**config.mk**
```make
export PLATFORM = sky130hd
export DESIGN_NAME = pgm_stream_parser
export DESIGN_NICKNAME = d
export VERILOG_FILES = /design/src/sv/pgmsp_pkg.sv /design/src/sv/pgmsp_outq.sv /design/src/sv/pgm_stream_parser.sv
export SDC_FILE = /design/constraint.sdc
export NUM_CORES = 1
export LEC_CHECK = 0
export BUFFER_PORTS_ARGS = -buffer_cell sky130_fd_sc_hd__buf_2
export CAP_MARGIN = 25
export CELL_PAD_IN_SITES_DETAIL_PLACEMENT = 0
export CELL_PAD_IN_SITES_GLOBAL_PLACEMENT = 1
export CORE_ASPECT_RATIO = 1.25
export CORE_MARGIN = 3
export CORE_UTILIZATION = 40
export DETAILED_ROUTE_END_ITERATION = 8
export GPL_TIMING_DRIVEN = 0
export PLACE_DENSITY = 0.71
export SYNTH_ARGS = -nofsm -noshare
export SYNTH_HDL_FRONTEND = slang
export SYNTH_SLANG_ARGS = --single-unit
```
**constraint.sdc**
```tcl
create_clock -name i_clk -period 7.9 [get_ports i_clk]
set_input_delay 1.58 -clock i_clk [delete_from_list [all_inputs] [get_ports i_clk]]
set_output_delay 1.58 -clock i_clk [all_outputs]
set_load 0.005 [all_outputs]
```
**src/sv/pgmsp_pkg.sv**
```systemverilog
// Package for the PGM stream parser: item types, parse phases, result and error codes.
// Used by pgmsp_outq and pgm_stream_parser. No dependencies.
`default_nettype none

package pgmsp_pkg;

    // Default width of parsed numbers and position counters
    localparam int VALUE_BITS_DEF = 16;

    // Result queue depth (one item may produce two results)
    localparam int OUTQ_DEPTH = 4;

    // ASCII codes the parser looks for
    localparam logic [7:0] CH_P    = 8'h50;
    localparam logic [7:0] CH_2    = 8'h32;
    localparam logic [7:0] CH_5    = 8'h35;
    localparam logic [7:0] CH_HASH = 8'h23;
    localparam logic [7:0] CH_LF   = 8'h0A;
    localparam logic [7:0] CH_CR   = 8'h0D;
    localparam logic [7:0] CH_0    = 8'h30;
    localparam logic [7:0] CH_9    = 8'h39;
    localparam logic [7:0] CH_TAB  = 8'h09;
    localparam logic [7:0] CH_SP   = 8'h20;

    typedef enum logic [3:0] {
        PH_MAGIC_P,
        PH_MAGIC_NUM,
        PH_WS_W,
        PH_CMT_W,
        PH_NUM_W,
        PH_WS_H,
        PH_CMT_H,
        PH_NUM_H,
        PH_WS_M,
        PH_CMT_M,
        PH_NUM_M,
        PH_PIX_WS,
        PH_PIX_NUM,
        PH_PIX_BIN,
        PH_DONE,
        PH_ERROR
    } t_phase;

    typedef enum logic [1:0] {
        KIND_HEADER,
        KIND_PIXEL,
        KIND_ERROR
    } t_kind;

    typedef enum logic [2:0] {
        ERR_BAD_MAGIC,
        ERR_CORRUPT,
        ERR_ZERO_WIDTH,
        ERR_ZERO_HEIGHT,
        ERR_TOO_LARGE,
        ERR_TRUNCATED
    } t_err;

    typedef struct packed {
        logic [7:0] byte_value;
        logic       end_of_stream;
    } t_in_item;

    typedef struct packed {
        t_kind       kind;
        logic [15:0] width;
        logic [15:0] height;
        logic [15:0] max_value;
        logic [15:0] pixel_value;
        logic [15:0] column;
        logic [15:0] row;
        logic        last_pixel;
        t_err        error_code;
    } t_res_item;

    // Results written into the queue in the same cycle, in order
    typedef struct packed {
        logic [1:0] cnt;
        t_res_item  first;
        t_res_item  second;
    } t_push;

endpackage

`default_nettype wire

```
**src/sv/pgmsp_outq.sv**
```systemverilog
// Result queue of the PGM stream parser: takes up to two results a cycle, hands out one when i_ready is high.
// Depends on pgmsp_pkg.
`default_nettype none

module pgmsp_outq
    import pgmsp_pkg::*;
(
    input  wire logic      i_clk,
    input  wire logic      i_rst_n,
    input  wire t_push     i_push,
    output logic           o_room,
    output logic           o_valid,
    input  wire logic      i_ready,
    output t_res_item      o_item
);

    localparam int PTR_W = $clog2(OUTQ_DEPTH);
    localparam int CNT_W = PTR_W + 1;

    t_res_item r_mem [OUTQ_DEPTH];

    logic [PTR_W-1:0] r_wp, n_wp;
    logic [PTR_W-1:0] r_rp, n_rp;
    logic [CNT_W-1:0] r_count, n_count;
    logic             pop;

    assign pop     = (r_count != '0) && i_ready;
    assign o_valid = (r_count != '0);
    assign o_item  = r_mem[r_rp];
    // Room for a worst-case item (two results)
    assign o_room  = (r_count <= CNT_W'(OUTQ_DEPTH - 2));

    // Pointer and fill count update
    always_comb begin
        n_wp    = r_wp + PTR_W'(i_push.cnt);
        n_rp    = pop ? r_rp + PTR_W'(1) : r_rp;
        n_count = r_count + CNT_W'(i_push.cnt) - CNT_W'(pop);
    end

    always_ff @(posedge i_clk) begin
        if (!i_rst_n) begin
            r_wp    <= '0;
            r_rp    <= '0;
            r_count <= '0;
        end else begin
            r_wp    <= n_wp;
            r_rp    <= n_rp;
            r_count <= n_count;
        end
    end

    // Storage writes
    always_ff @(posedge i_clk) begin
        if (i_push.cnt != 2'd0) begin
            r_mem[r_wp] <= i_push.first;
        end
        if (i_push.cnt == 2'd2) begin
            r_mem[r_wp + PTR_W'(1)] <= i_push.second;
        end
    end

endmodule

`default_nettype wire

```
**src/sv/pgm_stream_parser.sv**
```systemverilog
// PGM (P2/P5) byte stream parser, top level: input register, parse state, result queue.
// Depends on pgmsp_pkg and pgmsp_outq.
//
//  Channel  Direction  Handshake                      Payload
//  byte     in         i_byte_valid / o_byte_ready    i_byte_item (t_in_item)
//  result   out        o_res_valid / i_res_ready      o_res_item (t_res_item)
//
// One byte item per cycle is accepted while the result queue has room for two; else the input stalls.
// A result is offered once its item has passed the input register and been written into the queue;
// a queue without room holds the item in the input register.
// The four-entry result queue gates the input: an item leaves the input register only while the queue
// holds two or fewer results, so an item that gives two results uses two queue entries.
// Reset (synchronous, active low) returns the parser to expecting the magic and empties
// the queue. Stalls on the result side back up through the queue to o_byte_ready.
`default_nettype none

module pgm_stream_parser
    import pgmsp_pkg::*;
#(
    parameter int VALUE_BITS = VALUE_BITS_DEF
) (
    input  wire logic      i_clk,
    input  wire logic      i_rst_n,
    input  wire logic      i_byte_valid,
    output logic           o_byte_ready,
    input  wire t_in_item  i_byte_item,
    output logic           o_res_valid,
    input  wire logic      i_res_ready,
    output t_res_item      o_res_item
);

    localparam int VB = VALUE_BITS;

    // Low 16 bits of a stored value, zero-extended when narrower
    function automatic logic [15:0] to16(input logic [VB-1:0] x);
        logic [VB+15:0] ext;
        ext = {16'b0, x};
        return ext[15:0];
    endfunction

    // Input register
    logic     r_in_valid;
    t_in_item r_in;
    logic     step_fire;
    logic     q_room;

    // Parse state
    t_phase        r_phase, n_phase;
    logic          r_binary, n_binary;
    logic [VB-1:0] r_acc, n_acc;
    logic [VB-1:0] r_width, n_width;
    logic [VB-1:0] r_height, n_height;
    logic [VB-1:0] r_gray, n_gray;
    logic [VB-1:0] r_col, n_col;
    logic [VB-1:0] r_row, n_row;

    // Step helpers
    logic [7:0]    b;
    logic          eos;
    logic          is_white;
    logic          is_digit;
    logic [7:0]    dsub;
    logic [VB+3:0] acc_ext;
    logic [VB+3:0] acc_sum;
    logic          acc_ovf;
    logic [VB:0]   col_p1;
    logic [VB:0]   row_p1;
    logic          col_wrap;
    logic          row_end;
    logic          pix_last;

    logic          emit_hdr;
    logic          emit_pix;
    logic          emit_err;
    t_err          err_code;
    logic [VB-1:0] pix_val;

    t_res_item     res_pix, res_hdr, res_err;
    t_push         push;

    assign step_fire    = r_in_valid && q_room;
    assign o_byte_ready = !r_in_valid || step_fire;

    always_ff @(posedge i_clk) begin
        if (!i_rst_n) begin
            r_in_valid <= 1'b0;
        end else if (o_byte_ready) begin
            r_in_valid <= i_byte_valid;
        end
    end

    always_ff @(posedge i_clk) begin
        if (o_byte_ready && i_byte_valid) begin
            r_in <= i_byte_item;
        end
    end

    // Byte classification and arithmetic
    assign b        = r_in.byte_value;
    assign eos      = r_in.end_of_stream;
    assign is_white = b inside {CH_SP, [CH_TAB:CH_CR]};
    assign is_digit = b inside {[CH_0:CH_9]};
    assign dsub     = b - CH_0;
    assign acc_ext  = {4'b0, r_acc};
    assign acc_sum  = (acc_ext << 3) + (acc_ext << 1) + {{VB{1'b0}}, dsub[3:0]};
    assign acc_ovf  = |acc_sum[VB+3:VB];
    assign col_p1   = {1'b0, r_col} + (VB+1)'(1);
    assign row_p1   = {1'b0, r_row} + (VB+1)'(1);
    assign col_wrap = (col_p1 >= {1'b0, r_width});
    assign row_end  = (row_p1 >= {1'b0, r_height});
    assign pix_last = col_wrap && row_end;

    // Next state and emitted results
    always_comb begin
        n_phase  = r_phase;
        n_binary = r_binary;
        n_acc    = r_acc;
        n_width  = r_width;
        n_height = r_height;
        n_gray   = r_gray;
        n_col    = r_col;
        n_row    = r_row;
        emit_hdr = 1'b0;
        emit_pix = 1'b0;
        emit_err = 1'b0;
        err_code = ERR_BAD_MAGIC;
        pix_val  = r_acc;

        if (eos) begin
            if (r_phase == PH_PIX_NUM) begin
                emit_pix = 1'b1;
                emit_err = !pix_last;
                err_code = ERR_TRUNCATED;
            end else if (r_phase != PH_MAGIC_P && r_phase != PH_DONE &&
                         r_phase != PH_ERROR) begin
                emit_err = 1'b1;
                err_code = ERR_TRUNCATED;
            end
        end else begin
            case (r_phase)
                PH_MAGIC_P: begin
                    if (b == CH_P) begin
                        n_phase = PH_MAGIC_NUM;
                    end else begin
                        emit_err = 1'b1;
                        err_code = ERR_BAD_MAGIC;
                    end
                end
                PH_MAGIC_NUM: begin
                    if (b == CH_2) begin
                        n_binary = 1'b0;
                        n_phase  = PH_WS_W;
                    end else if (b == CH_5) begin
                        n_binary = 1'b1;
                        n_phase  = PH_WS_W;
                    end else begin
                        emit_err = 1'b1;
                        err_code = ERR_BAD_MAGIC;
                    end
                end
                PH_WS_W, PH_WS_H, PH_WS_M: begin
                    if (is_white) begin
                        n_phase = r_phase;
                    end else if (b == CH_HASH) begin
                        n_phase = t_phase'(r_phase + 4'd1);
                    end else if (is_digit) begin
                        n_acc   = {{(VB-4){1'b0}}, dsub[3:0]};
                        n_phase = t_phase'(r_phase + 4'd2);
                    end else begin
                        emit_err = 1'b1;
                        err_code = ERR_CORRUPT;
                    end
                end
                PH_CMT_W, PH_CMT_H, PH_CMT_M: begin
                    if (b == CH_LF || b == CH_CR) begin
                        n_phase = t_phase'(r_phase - 4'd1);
                    end
                end
                PH_NUM_W, PH_NUM_H: begin
                    if (is_digit) begin
                        if (acc_ovf) begin
                            emit_err = 1'b1;
                            err_code = ERR_TOO_LARGE;
                        end else begin
                            n_acc = acc_sum[VB-1:0];
                        end
                    end else begin
                        if (r_phase == PH_NUM_W) begin
                            n_width = r_acc;
                        end else begin
                            n_height = r_acc;
                        end
                        n_acc = '0;
                        if (r_acc == '0) begin
                            emit_err = 1'b1;
                            err_code = (r_phase == PH_NUM_W) ? ERR_ZERO_WIDTH
                                                             : ERR_ZERO_HEIGHT;
                        end else if (is_white) begin
                            n_phase = t_phase'(r_phase + 4'd1);
                        end else if (b == CH_HASH) begin
                            n_phase = t_phase'(r_phase + 4'd2);
                        end else begin
                            emit_err = 1'b1;
                            err_code = ERR_CORRUPT;
                        end
                    end
                end
                PH_NUM_M: begin
                    if (is_digit) begin
                        if (acc_ovf) begin
                            emit_err = 1'b1;
                            err_code = ERR_TOO_LARGE;
                        end else begin
                            n_acc = acc_sum[VB-1:0];
                        end
                    end else begin
                        n_gray = r_acc;
                        n_acc  = '0;
                        if (!is_white) begin
                            emit_err = 1'b1;
                            err_code = ERR_CORRUPT;
                        end else begin
                            emit_hdr = 1'b1;
                            n_col    = '0;
                            n_row    = '0;
                            n_phase  = r_binary ? PH_PIX_BIN : PH_PIX_WS;
                        end
                    end
                end
                PH_PIX_WS: begin
                    if (is_white) begin
                        n_phase = r_phase;
                    end else if (is_digit) begin
                        n_acc   = {{(VB-4){1'b0}}, dsub[3:0]};
                        n_phase = PH_PIX_NUM;
                    end else begin
                        emit_err = 1'b1;
                        err_code = ERR_CORRUPT;
                    end
                end
                PH_PIX_NUM: begin
                    if (is_digit) begin
                        if (acc_ovf) begin
                            emit_err = 1'b1;
                            err_code = ERR_TOO_LARGE;
                        end else begin
                            n_acc = acc_sum[VB-1:0];
                        end
                    end else begin
                        n_acc    = '0;
                        emit_pix = 1'b1;
                        if (!pix_last) begin
                            if (is_white) begin
                                n_phase = PH_PIX_WS;
                            end else begin
                                emit_err = 1'b1;
                                err_code = ERR_CORRUPT;
                            end
                        end
                    end
                end
                PH_PIX_BIN: begin
                    emit_pix = 1'b1;
                    pix_val  = {{(VB-8){1'b0}}, b};
                end
                default: begin
                    n_phase = r_phase;
                end
            endcase
        end

        // Raster position after a pixel
        if (emit_pix) begin
            if (pix_last) begin
                n_phase = PH_DONE;
            end else if (col_wrap) begin
                n_col = '0;
                n_row = row_p1[VB-1:0];
            end else begin
                n_col = col_p1[VB-1:0];
            end
        end

        if (emit_err) begin
            n_phase = PH_ERROR;
        end

        // End of stream puts everything back to its reset value
        if (eos) begin
            n_phase  = PH_MAGIC_P;
            n_binary = 1'b0;
            n_acc    = '0;
            n_width  = '0;
            n_height = '0;
            n_gray   = '0;
            n_col    = '0;
            n_row    = '0;
        end
    end

    // Result items; header values are those after this step's updates (before it, on end of stream)
    always_comb begin
        res_hdr.kind        = KIND_HEADER;
        res_hdr.width       = to16(eos ? r_width : n_width);
        res_hdr.height      = to16(eos ? r_height : n_height);
        res_hdr.max_value   = to16(eos ? r_gray : n_gray);
        res_hdr.pixel_value = '0;
        res_hdr.column      = '0;
        res_hdr.row         = '0;
        res_hdr.last_pixel  = 1'b0;
        res_hdr.error_code  = ERR_BAD_MAGIC;

        res_pix             = res_hdr;
        res_pix.kind        = KIND_PIXEL;
        res_pix.pixel_value = to16(pix_val);
        res_pix.column      = to16(r_col);
        res_pix.row         = to16(r_row);
        res_pix.last_pixel  = pix_last;

        res_err             = res_hdr;
        res_err.kind        = KIND_ERROR;
        res_err.error_code  = err_code;

        push.cnt    = 2'd0;
        push.first  = res_err;
        push.second = res_err;
        if (step_fire) begin
            push.cnt = 2'(emit_hdr) + 2'(emit_pix) + 2'(emit_err);
            if (emit_pix) begin
                push.first = res_pix;
            end else if (emit_hdr) begin
                push.first = res_hdr;
            end
        end
    end

    always_ff @(posedge i_clk) begin
        if (!i_rst_n) begin
            r_phase  <= PH_MAGIC_P;
            r_binary <= 1'b0;
            r_acc    <= '0;
            r_width  <= '0;
            r_height <= '0;
            r_gray   <= '0;
            r_col    <= '0;
            r_row    <= '0;
        end else if (step_fire) begin
            r_phase  <= n_phase;
            r_binary <= n_binary;
            r_acc    <= n_acc;
            r_width  <= n_width;
            r_height <= n_height;
            r_gray   <= n_gray;
            r_col    <= n_col;
            r_row    <= n_row;
        end
    end

    pgmsp_outq u_outq (
        .i_clk   (i_clk),
        .i_rst_n (i_rst_n),
        .i_push  (push),
        .o_room  (q_room),
        .o_valid (o_res_valid),
        .i_ready (i_res_ready),
        .o_item  (o_res_item)
    );

    // Once in error, only end of stream leaves it
    a_error_sticky: assert property (@(posedge i_clk) disable iff (!i_rst_n)
        (r_phase == PH_ERROR) |=> (r_phase == PH_ERROR || r_phase == PH_MAGIC_P))
        else $error("error phase left without end of stream");

    // End of stream always restarts the parse
    a_eos_restart: assert property (@(posedge i_clk) disable iff (!i_rst_n)
        (step_fire && r_in.end_of_stream) |=> (r_phase == PH_MAGIC_P && r_col == '0))
        else $error("end of stream did not restart the parser");

    // Pixel position stays inside the image
    a_pos_in_range: assert property (@(posedge i_clk) disable iff (!i_rst_n)
        (r_phase == PH_PIX_WS || r_phase == PH_PIX_NUM || r_phase == PH_PIX_BIN)
        |-> (r_col < r_width && r_row < r_height))
        else $error("pixel position outside image");

    // A step only pushes results with room for two in the queue
    a_push_room: assert property (@(posedge i_clk) disable iff (!i_rst_n)
        (push.cnt != 2'd0) |-> q_room)
        else $error("result queue written without room");

endmodule

`default_nettype wire
```
# --- Word-level counts from Yosys, hierarchy flattened ---
# Memory sizes are Yosys's and may differ from the RTL's. A register that Yosys moved wholly into a read port is not among the register bits.
# Cells that the tools add are included.
classes:
  bitwise: 0
  addsub: 15
  n_lt_le_gt_ge: 7
  mux: 120
  div_mod_pow: 0
  shift: 0
  multipliers: 0
  reduce_logical: 28
  eq_ne: 27
ops:
  columns: ["op", "count"]
  rows:
  - ["$mux 16", 37]
  - ["$mux 102", 2]
  - ["$mux 104", 1]
  - ["$mux 4", 22]
  - ["$pmux 16 s3", 1]
  - ["$mux 1", 41]
  - ["$add 16x1->17 const B", 2]
  - ["$ge 17x16->1", 2]
  - ["$eq 8x6->1 const B", 4]
  - ["$pmux 4 s8", 1]
  - ["$mux 3", 9]
  - ["$eq 4x4->1 const B", 6]
  - ["$add 19x17->20", 1]
  - ["$add 20x4->20", 1]
  - ["$eq 4x3->1 const B", 4]
  - ["$eq 8x4->1 const B", 2]
  - ["$logic_not 16->1", 1]
  - ["$pmux 3 s5", 1]
  - ["$ne 4x4->1 const B", 3]
  - ["$ne 3x3->1 const B", 3]
  - ["$eq 4x2->1 const B", 2]
  - ["$eq 8x7->1 const B", 1]
  - ["$ge 8x4->1 const B", 1]
  - ["$ge 8x6->1 const B", 1]
  - ["other kinds (29)", 48]
totals:
  in_bits: 13
  latch_bits: 0
  n_memories: 1
  output_inout_bits: 104
  regBits: 118
  mem_bits_rw: 408
  wordCells: 212
  mem_bits_ro: 0
mem_list:
  columns: ["name", "words", "word_bits", "read_ports", "rd_ports_with_merged_regs", "wr", "line_no", "source"]
  rows:
  - ["u_outq.r_mem", 4, 102, 1, 1, 2, "pgmsp_outq.sv:20", "t_res_item r_mem [OUTQ_DEPTH];"]

# --- Logic depth before layout (Yosys ltp) ---
# Gate-level depths: netlist (run 1).
logic_depth:
  ltp_word: 14
  ltp_mapped: 26
  mapped_depth_nobuf: 24

# --- Hierarchy ---
# Synthesis (run 1) repeated with hierarchy kept, for this count alone.
hier_totals:
  cells_unflattened: 2239
  hier_area_um2: 29323.1
modules_own_cells:
  columns: ["mod", "seq_area_each_um2", "n_inst", "cells_each", "area_each_um2"]
  rows:
  - ["pgmsp_outq", 12431.9, 1, 1033, 20056.7]
  - ["pgm_stream_parser", 2312.2, 1, 1206, 9266.4]

# --- Worst setup path before layout (run 1) ---
# No wires, ideal clock.
synth_timing:
  kind: "reg2reg"
  from: "register r_row[0]"
  to: "memory u_outq.r_mem[2][0] (netlist name), enable pin"
  slack_ns: 1.696
  arrival_time_ns: 5.799
  n_path_buf: 3
  path_stages_with_launch: 24
  synth_period_minus_slack_ns: 6.204
  cell_sequence: "dfxtp_1 > clkbuf_1 > nand3_1 > nor2_1 > nand3_1 > nor3_1 > nand3_1 > xnor2_1 > ha_1 > nand3_1 > nor3_1 > a221oi_1 > nand4_1 > a21boi_2 > o21ai_1 > or2_1 > nor2_1 > fa_1 > nand2_1 > nor3_1 > o21ai_1 > clkbuf_1 > buf_1 > inv_1"
synth_lines:
  columns: ["item", "line_no", "source"]
  rows:
  - ["start, declared", "pgm_stream_parser.sv:55", "logic [VB-1:0] r_row, n_row;"]
  - ["start signal, assigned", "pgm_stream_parser.sv:355", "r_row <= n_row;"]
  - ["end, declared", "pgmsp_outq.sv:20", null]

==> results.py, run 1 <==
metrics = {
    "worst_hold_path": {
        "min_from": "u_outq.r_mem[3][100]",
        "min_path_type": "reg2reg",
        "hold_path_end": "u_outq.r_mem[3][100]",
        "holdPathStages": 1,
    },
    "sta": {
        "drv_slew": 0,
        "finalSetupTns_ps": 0,
        "period_share_pct": 95.82,
        "slew_headroom_pct": 25.78,
        "max_freq_mhz": 132.1,
        "whs_ps": 452.5,
        "setup_violations": 0,
        "tightest_slew_ps": 1099,
        "hold_violations": 0,
        "worst_slack_ps": 330.1,
        "fin_worst_skew_ps": 23.66,
        "fin_crit_ps": 7570,
    },
    "floorplanning": {
        "dieArea_um2": 65690,
        "ios": 117,
        "core-area_um2": 61420,
        "die_w_um": 229.9,
        "rows": 101,
        "initial_core_util_pct": 40.79,
        "die_h_um": 285.8,
    },
    "clocking": {
        "clock_latency_ps": 610,
        "clock_path_buffers": 3,
        "cts.htree.levels": 2,
        "cts_buffers": 53,
        "post_cts_buffers": 0,
        "clockRootBuffer": "clkbuf_16",
        "ctsResizeCount": 2,
        "clkTransAtPathRegs_ps": 70,
        "cts_sinks": 528,
        "cts.hold.buffers_added": 0,
        "cts_tree": "done",
    },
    "critical_path": {
        "cp_max_fo": 10,
        "r2r_end": "u_outq.r_mem[1][85]",
        "worstPathArrival_ps": 7900,
        "rr_startpoint": "r_row[0]",
        "reg2reg_slack_ps": 330,
        "crit_required_ps": 8230,
        "rr_worst_depth": 22,
        "critPathLaunchType": "flop",
        "path_class": "reg2reg",
        "cp-end-kind": "flop",
    },
    "final_layout": {
        "layout_common_cells": "nor2_1, dfxtp_1, edfxtp_1",
        "nFillCells": 5843,
        "final_common_cell": "nor2_1",
        "area_growth_pct": 13.85,
        "drive_above_1_share_pct": 17.22,
        "diodes": 0,
        "nets": 2476,
    },
    "place": {
        "dp_hpwl_um": 59620,
        "pre_cts_ws_ps": -520.3,
        "io_buffers": 115,
        "globalplace.congestion": 0.9124,
    },
    "global_routing": {
        "grt_pass1_vias": 19360,
        "grt-ovfl-total": 0,
        "track_usage_pct": 24.35,
        "antenna_found_initial": 0,
        "grt_start_max_net_pins": 36,
        "grt_pass1_wl_um": 122700,
    },
    "routing": {
        "wl_um": 80890,
        "num_vias": 18890,
        "ant_nets": 0,
        "wl_per_cell_um": 24.92,
        "drt_iter0_drc": 1445,
        "route.detailed.drc": 0,
        "drtPass1Iterations": 5,
        "routed_via_density": 5.819,
    },
    "synthesis": {
        "syn_area_um2": 25050,
        "synth_warnings": 0,
        "synth_area_per_cell_um2": 11.37,
        "synth-edff-count": 213,
        "synth_seq_cells": 528,
        "ys_seq_area_share_pct": 50.70,
        "async_reset_ff_share_pct": 0,
        "syn_nets": 2300,
        "syn_inst": 2204,
        "ys_types": 99,
        "synthFlopType": "dfxtp_1",
    },
    "power": {
        "power_density_nw_per_um2": 233.1,
        "leakage_uw": 0.01034,
        "vdd_drop_max_mv": 0.1678,
        "power_uw": 6650,
    },
    "flow_run": {
        "cap_viol_max_count": 0,
    },
    "outcome": {
        "status": "finished clean",
    },
}
-- routing by layer --
| layer | vias to the layer above | GRT usage [%] | share of wire (%) |
|---|---|---|---|
| li1 | 8579 | - | - |
| met5 | - | 0 | 0 |
| met3 | 143 | 3.167 | 4.6 |
| met2 | 617 | 43.29 | 51 |
| met1 | 9548 | 29.92 | 40 |
| met4 | 0 | 9.654 | 4.1 |
-- logic make-up (layout without fill, tap and decap cells) --
logic type	Yosys count	in the layout	synth area share, %
flops	528	528	50.70
simple gates	645	645	11.58
fa+ha+maj	83	83	4.265
compound gates	478	478	15.01
mux	179	179	12.27
buf+inv	244	462	4.529
xor+xnor	47	47	1.643
-- synthesized netlist by cell type, types with 12 or more instances --
library cell,instances,area (um^2)
nand4_1,14,87.58
mux2i_1,72,720.7
a21oi_1,69,345.3
dfxtp_1,315,6306
nand2_1,141,529.3
mux4_2,102,2297
a32o_1,39,390.4
xnor2_1,25,219.0
a21o_1,16,120.1
and3_1,12,75.07
nor2b_1,23,143.9
nand3_1,50,250.2
buf_1,15,56.30
buf_2,30,150.1
clkbuf_1,112,420.4
nor2_1,317,1190
nor3_1,20,100.1
edfxtp_1,213,6396
ha_1,79,988.5
buf_6,14,157.7
xor2_1,22,192.7
a22oi_1,50,375.4
inv_1,61,229.0
o21ai_0,30,150.1
a22o_1,164,1436
-- worst max-delay path by stage --
stage | slack, ps | to | startpoint
global placement | -1850 | u_outq.r_mem[2][75] | r_row[0]
global route | -6 | u_outq.r_mem[1][92] | r_row[0]
detailed placement | -520 | u_outq.r_mem[2][78] | r_row[0]
CTS | 10 | u_outq.r_mem[0][75] | r_row[0]
finish | 330 | u_outq.r_mem[1][85] | r_row[0]
floorplan | 1700 | u_outq.r_mem[2][0] | r_row[0]
-- area by class of cell --
class / instances / area [um^2] / area share (%)
tap: 824 / 1031 / 3.615
buffer: 178 / 890.9 / 3.123
clock buffer: 78 / 1563 / 5.479
timing repair buffer: 124 / 709.4 / 2.487
clock inverter: 19 / 153.9 / 0.5395
inverter: 63 / 242.7 / 0.8510
sequential: 528 / 12700 / 44.53
multi-input combinational: 1432 / 11230 / 39.37
-- power by group --
| part | leakage (uW) | switching [uW] | internal (uW) |
|---|---|---|---|
| Sequential | 0.00456 | 41.9 | 2920 |
| Clock | 0.000842 | 1100 | 1410 |
| Combinational | 0.00493 | 731 | 453 |
| Total | 0.0103 | 1870 | 4780 |
-- through the flow --
stage	std cells	util [%]	instance area (um^2)
after global placement	3143	43.41	26660
after CTS	3244	46.36	28470
final	3246	46.44	28520
after floorplan	2204	-	25050
after global routing	3246	46.44	28520
after detailed placement	3149	43.57	26760
-- worst max-delay path, cell delays in order, from the launching register on --
cell      delay, ps
dfxtp_1         380
clkbuf_1        370
nand3_1         120
nor2_1          290
nand3_1         270
nor3_2          470
nand3_1         150
xnor2_1         210
ha_1            340
nand3_1          90
nor3_1          330
o311ai_0        270
nand4_1         190
a21boi_2        410
o21ai_1         150
or2_1           270
nor2_1          230
fa_1            570
o21ai_0         270
or3_1           770
clkbuf_2        530
clkbuf_1        500
nor2_1           90
-- registers in the layout, summed over array words and instances (netlist names), named ones only --
name	flops
r_height	16
eos	1
r_binary	1
r_in_valid	1
u_outq.r_rp	2
r_col	16
r_gray	16
u_outq.r_count	3
u_outq.r_mem	408
u_outq.r_wp	2
r_phase	4
b	8
r_row	16
r_acc	16
r_width	16
(Power assumes the default switching activity.)
==> run 2: changes to the inputs <==
--- a/config.mk
+++ b/config.mk
@@ -5,6 +5,7 @@
 export SDC_FILE = /design/constraint.sdc
 export NUM_CORES = 1
 export LEC_CHECK = 0
+export ABC_AREA = 1
 export BUFFER_PORTS_ARGS = -buffer_cell sky130_fd_sc_hd__buf_2
 export CAP_MARGIN = 25
 export CELL_PAD_IN_SITES_DETAIL_PLACEMENT = 0
@@ -14,7 +15,7 @@
 export CORE_UTILIZATION = 40
 export DETAILED_ROUTE_END_ITERATION = 8
 export GPL_TIMING_DRIVEN = 0
-export PLACE_DENSITY = 0.71
+export PLACE_DENSITY = 0.75
 export SYNTH_ARGS = -nofsm -noshare
 export SYNTH_HDL_FRONTEND = slang
 export SYNTH_SLANG_ARGS = --single-unit
==> results.py, run 2 <==
metrics = {
    "outcome": {
        "status": "finished clean",
    },
    "critical_path": {
        "critPathLaunchType": "flop",
        "cp-end-kind": "flop",
        "worstPathArrival_ps": 7590,
        "crit_required_ps": 8380,
        "crit_buf_inv": 8,
        "crit_slowest_cell": "nand2_4",
        "slowest_delay_ps": 810,
        "critPathTopFamily": "simple AND/OR/NAND/NOR gates",
        "path_class": "reg2reg",
        "cp_max_fo": 53,
        "cpMostUsedCell": "inv_1",
    },
    "floorplanning": {
        "initial_core_util_pct": 40.47,
        "rows": 104,
        "ios": 117,
        "dieArea_um2": 68290,
        "core-area_um2": 64410,
        "die_h_um": 291.4,
        "die_w_um": 234.3,
    },
    "synthesis": {
        "synthFlopType": "dfxtp_1",
        "syn_inst": 3266,
        "synth_seq_cells": 528,
        "ys_seq_area_share_pct": 48.73,
        "syn_nets": 3362,
        "async_reset_ff_share_pct": 0,
        "synth_most_common_cell": "nand2_1",
        "synth-edff-count": 213,
        "synth_common_cells": "nand2_1, nor2_1, o21ai_0",
        "synth_area_leaders": "edfxtp_1, dfxtp_1, o21ai_0, nand2_1, nor2_1",
        "synth_area_per_cell_um2": 7.982,
        "syn_area_um2": 26070,
        "synthDominantCellAreaShare_pct": 24.54,
        "synth_top_area_cell": "edfxtp_1",
        "synth_warnings": 0,
        "ys_types": 57,
    },
    "sta": {
        "max_freq_mhz": 140.7,
        "fin_crit_ps": 7108,
        "hold_violations": 0,
        "tightest_slew_ps": 1118,
        "worst_slack_ps": 792.2,
        "fin_worst_skew_ps": 30.32,
        "drv_slew": 0,
        "slew_headroom_pct": 25.47,
        "rsz0062_at_grt": "false",
        "period_share_pct": 89.97,
        "setup_violations": 0,
    },
    "place": {
        "place_area_um2": 27790,
        "globalplace.congestion": 0.9390,
        "dp_cells": 4234,
        "dp_hpwl_um": 67630,
        "pre_cts_ws_ps": 812.4,
        "io_buffers": 116,
    },
    "clocking": {
        "post_cts_buffers": 0,
        "cts.hold.buffers_added": 0,
        "cts_sinks": 528,
        "clkTransAtPathRegs_ps": 60,
        "clockRootBuffer": "clkbuf_16",
        "clock_latency_ps": 630,
        "ctsResizeCount": 0,
        "clock_path_buffers": 3,
        "cts.htree.levels": 2,
        "cts_buffers": 55,
        "cts_tree": "done",
    },
    "final_layout": {
        "final_cell_area_um2": 29530,
        "drive_above_1_share_pct": 10.34,
        "final_common_cell": "nand2_1",
        "top_register": "u_outq.r_mem",
        "diodes": 0,
        "instances_no_fill": 4331,
        "final_util_pct": 45.85,
        "nets": 3540,
        "layout_common_cells": "nand2_1, nor2_1, o21ai_0",
        "area_growth_pct": 13.28,
        "largest_reg_flops": 408,
    },
    "power": {
        "power_density_nw_per_um2": 248.6,
        "power_uw": 7342,
        "vdd_drop_max_mv": 0.1458,
        "leakage_uw": 0.01109,
    },
    "routing": {
        "route.detailed.drc": 0,
        "drt_iter0_drc": 1774,
        "ant_nets": 0,
        "num_vias": 23890,
        "wl_um": 93450,
        "wl_per_cell_um": 21.58,
        "drtPass1Iterations": 5,
        "routed_via_density": 5.515,
    },
    "global_routing": {
        "grt_pass1_vias": 22890,
        "grt-ovfl-total": 0,
        "grt_start_max_net_pins": 54,
        "grt_pass1_wl_um": 139500,
        "track_usage_pct": 26.68,
        "antenna_found_initial": 2,
    },
    "flow_run": {
        "cap_viol_max_count": 0,
    },
    "worst_hold_path": {
        "min_path_type": "reg2reg",
    },
}
[run 2: metrics by stage]
stage / setup TNS (ps) / hold slack (ps)
5_1_grt: 0 / 471.2
4_1_cts: 0 / 454.5
2_1_floorplan: 0 / 419.5
6_report: 0 / 450.3
3_3_place_gp: -285200 / 432.4
3_5_place_dp: 0 / 439.6
[run 2: cell families after synthesis]
family          after synthesis  share of synthesized area, %
simple gates               1286                         20.29
fa+ha+maj                    83                         4.099
buf+inv                     413                         6.614
compound gates              924                         19.19
flops                       528                         48.73
xor+xnor                     32                         1.075
[run 2: cell type report]
type / count / area (um^2)
timing repair buffer: 121 / 640.6
sequential: 528 / 12700
fill: 6387 / 34880
inverter: 217 / 823.3
clock inverter: 24 / 239.0
clock buffer: 72 / 1490
tap: 848 / 1061
multi-input combinational: 2325 / 11670
buffer: 196 / 900.9
[run 2: power breakdown]
group	switching (uW)	internal, uW
Sequential	91.3	2930
Clock	1120	1420
Combinational	1250	529
[run 2: worst register-to-register path: cells and delay by family (launching register included)]
family / cells / cell delay [ps]
flops: 1 / 440
simple gates: 15 / 3040
fa+ha+maj: 2 / 750
compound gates: 3 / 820
buf+inv: 8 / 1680
xor+xnor: 1 / 220
[run 2: path summary, 6_finish.rpt]
path / to / depth (start not counted) / slack [ps] / startpoint
max: u_outq.r_mem[0][92] / 29 / 790 / r_row[1]
min: u_outq.r_mem[1][14] / 2 / 450 / u_outq.r_mem[1][14]
max reg2reg: u_outq.r_mem[0][92] / 29 / 790 / r_row[1]
min reg2reg: u_outq.r_mem[1][14] / 2 / 450 / u_outq.r_mem[1][14]
[run 2: routing by layer]
layer	vias to the layer above	wire length [um]	global-route usage, %
met5	-	13	0
met4	2	3971	10.38
met3	189	5103	3.524
met2	829	45500	45.54
met1	11480	38870	34.12
li1	11390	-	-
==> run 3: changes to the inputs <==
--- a/config.mk
+++ b/config.mk
@@ -11,7 +11,6 @@
 export CELL_PAD_IN_SITES_DETAIL_PLACEMENT = 0
 export CELL_PAD_IN_SITES_GLOBAL_PLACEMENT = 1
 export CORE_ASPECT_RATIO = 1.25
-export CORE_MARGIN = 3
 export CORE_UTILIZATION = 40
 export DETAILED_ROUTE_END_ITERATION = 8
 export GPL_TIMING_DRIVEN = 0
==> results.py, run 3 (synthesis gave the netlist of run 2 again) <==
metrics = {
    "worst_hold_path": {
        "min_path_type": "reg2reg",
        "holdPathStages": 2,
    },
    "clocking": {
        "clock_latency_ps": 620,
        "clkTransAtPathRegs_ps": 60,
        "cts.hold.buffers_added": 0,
        "clockRootBuffer": "clkbuf_16",
        "post_cts_buffers": 0,
        "cts.htree.levels": 2,
        "cts_sinks": 528,
        "cts_buffers": 54,
        "cts_tree": "done",
        "clock_path_buffers": 3,
        "ctsResizeCount": 0,
    },
    "critical_path": {
        "worstPathArrival_ps": 7550,
        "critPathTopFamily": "simple AND/OR/NAND/NOR gates",
        "crit_slowest_cell": "nand2_4",
        "crit_buf_inv": 8,
        "cp-end-kind": "flop",
        "slowest_delay_ps": 790,
        "cp_max_fo": 53,
        "cp_num_cells": 29,
        "rr_worst_depth": 29,
        "crit_required_ps": 8370,
        "cpMostUsedCell": "inv_1",
        "critPathLaunchType": "flop",
        "path_class": "reg2reg",
    },
    "final_layout": {
        "largest_reg_flops": 408,
        "diodes": 0,
        "nets": 3539,
        "instances_no_fill": 4334,
        "final_common_cell": "nand2_1",
        "final_cell_area_um2": 29620,
        "multi_input_area_um2": 11670,
        "regArea_um2": 12700,
        "nFillCells": 6411,
        "final_util_pct": 45.99,
        "area_growth_pct": 13.63,
        "drive_above_1_share_pct": 10.56,
        "layout_common_cells": "nand2_1, nor2_1, o21ai_0",
        "top_register": "u_outq.r_mem",
    },
    "floorplanning": {
        "ios": 117,
        "core-area_um2": 64410,
        "dieArea_um2": 66200,
        "initial_core_util_pct": 40.47,
        "die_h_um": 287.4,
        "die_w_um": 230.3,
        "rows": 104,
    },
    "routing": {
        "drtPass1Iterations": 5,
        "routed_via_density": 5.537,
        "route.detailed.drc": 0,
        "wl_met2_um": 44850,
        "wl_met1_um": 38550,
        "drt_iter0_drc": 1904,
        "wl_per_cell_um": 21.60,
        "wl_met3_um": 5834,
        "wl_um": 93600,
        "num_vias": 24000,
        "ant_nets": 0,
        "topRoutingLayerUsed": "met4",
    },
    "global_routing": {
        "grt_pass1_wl_um": 140700,
        "grt_pass1_vias": 23400,
        "antenna_found_initial": 2,
        "grt_start_max_net_pins": 54,
        "grt-ovfl-total": 0,
        "track_usage_pct": 27.96,
    },
    "sta": {
        "setup_violations": 0,
        "tightest_slew_ps": 1141,
        "max_freq_mhz": 141.3,
        "finalSetupTns_ps": 0,
        "period_share_pct": 89.61,
        "drv_slew": 0,
        "rsz0062_at_grt": "false",
        "slew_headroom_pct": 23.96,
        "fin_worst_skew_ps": 29.62,
        "hold_violations": 0,
        "fin_crit_ps": 7079,
    },
    "place": {
        "io_buffers": 116,
        "dp_hpwl_um": 68040,
        "dp_cells": 4234,
        "place_area_um2": 27790,
        "globalplace.congestion": 0.9780,
    },
    "flow_run": {
        "cap_viol_max_count": 0,
    },
    "power": {
        "vdd_drop_max_mv": 0.1588,
        "power_uw": 7452,
        "power_density_nw_per_um2": 251.6,
        "leakage_uw": 0.01113,
    },
    "outcome": {
        "status": "finished clean",
    },
}
==> run 3: cell count changes in the layout (fill, tap and decap cells not counted) <==
cell	change
clkbuf_8	+4
bufinv_16	+2
clkbuf_1	-5
clkinv_4	+1
clkinvlp_4	+1
clkinvlp_2	+1
clkinv_8	-1
inv_16	+1
clkinv_16	-1
==> run 3: power by group <==
| part | switching (uW) | internal [uW] | total [uW] | leakage, uW |
|---|---|---|---|---|
| clock | 1130 | 1520 | 2650 | 0.000896 |
| sequential | 89.8 | 2930 | 3010 | 0.00443 |
| combinational | 1250 | 529 | 1780 | 0.00581 |
==> run 3: worst register-to-register path: cells and delay by family, from the launching register on <==
kind                       cells  cell delay, ps
and+or+nand+nor               15            2980
buffers and inverters          8            1700
AOI/OAI and AO/OA              3             840
adders and majority gates      2             750
DFF                            1             460
xor gates and xnor gates       1             210
==> run 3: final timing paths <==
path | end | slack [ps] | from
worst max-delay path | u_outq.r_mem[0][92] | 820 | r_row[2]
worst min-delay path | u_outq.r_mem[1][39] | 450 | u_outq.r_mem[1][39]
worst max register to register | u_outq.r_mem[0][92] | 820 | r_row[2]
worst min register to register | u_outq.r_mem[1][39] | 450 | u_outq.r_mem[1][39]
==> run 3: layout make-up <==
| class | count | share of cell area (%) |
|---|---|---|
| Sequential cell | 528 | 42.88 |
| Inverter | 217 | 2.779 |
| Multi-Input combinational cell | 2325 | 39.41 |
| Tap cell | 848 | 3.582 |
| Timing Repair Buffer | 121 | 2.163 |
| Buffer | 196 | 3.041 |
| Clock buffer | 71 | 5.153 |
| Clock inverter | 28 | 0.9927 |
==> run 3: per-stage QoR <==
step,hold slack [ps],setup slack [ps]
floorplan,419.5,1863
global placement,434.9,-853.5
CTS,452.0,817.5
detailed placement,439.6,851.6
finish,452.7,821.0
global route,474.8,319.3
==> run 3: routing by layer <==
layer  vias to the layer above  GRT usage, %
met5                         -             0
met4                         0         12.96
met3                       193         3.601
met2                       928         47.76
met1                     11500         34.99
li1                      11380             -
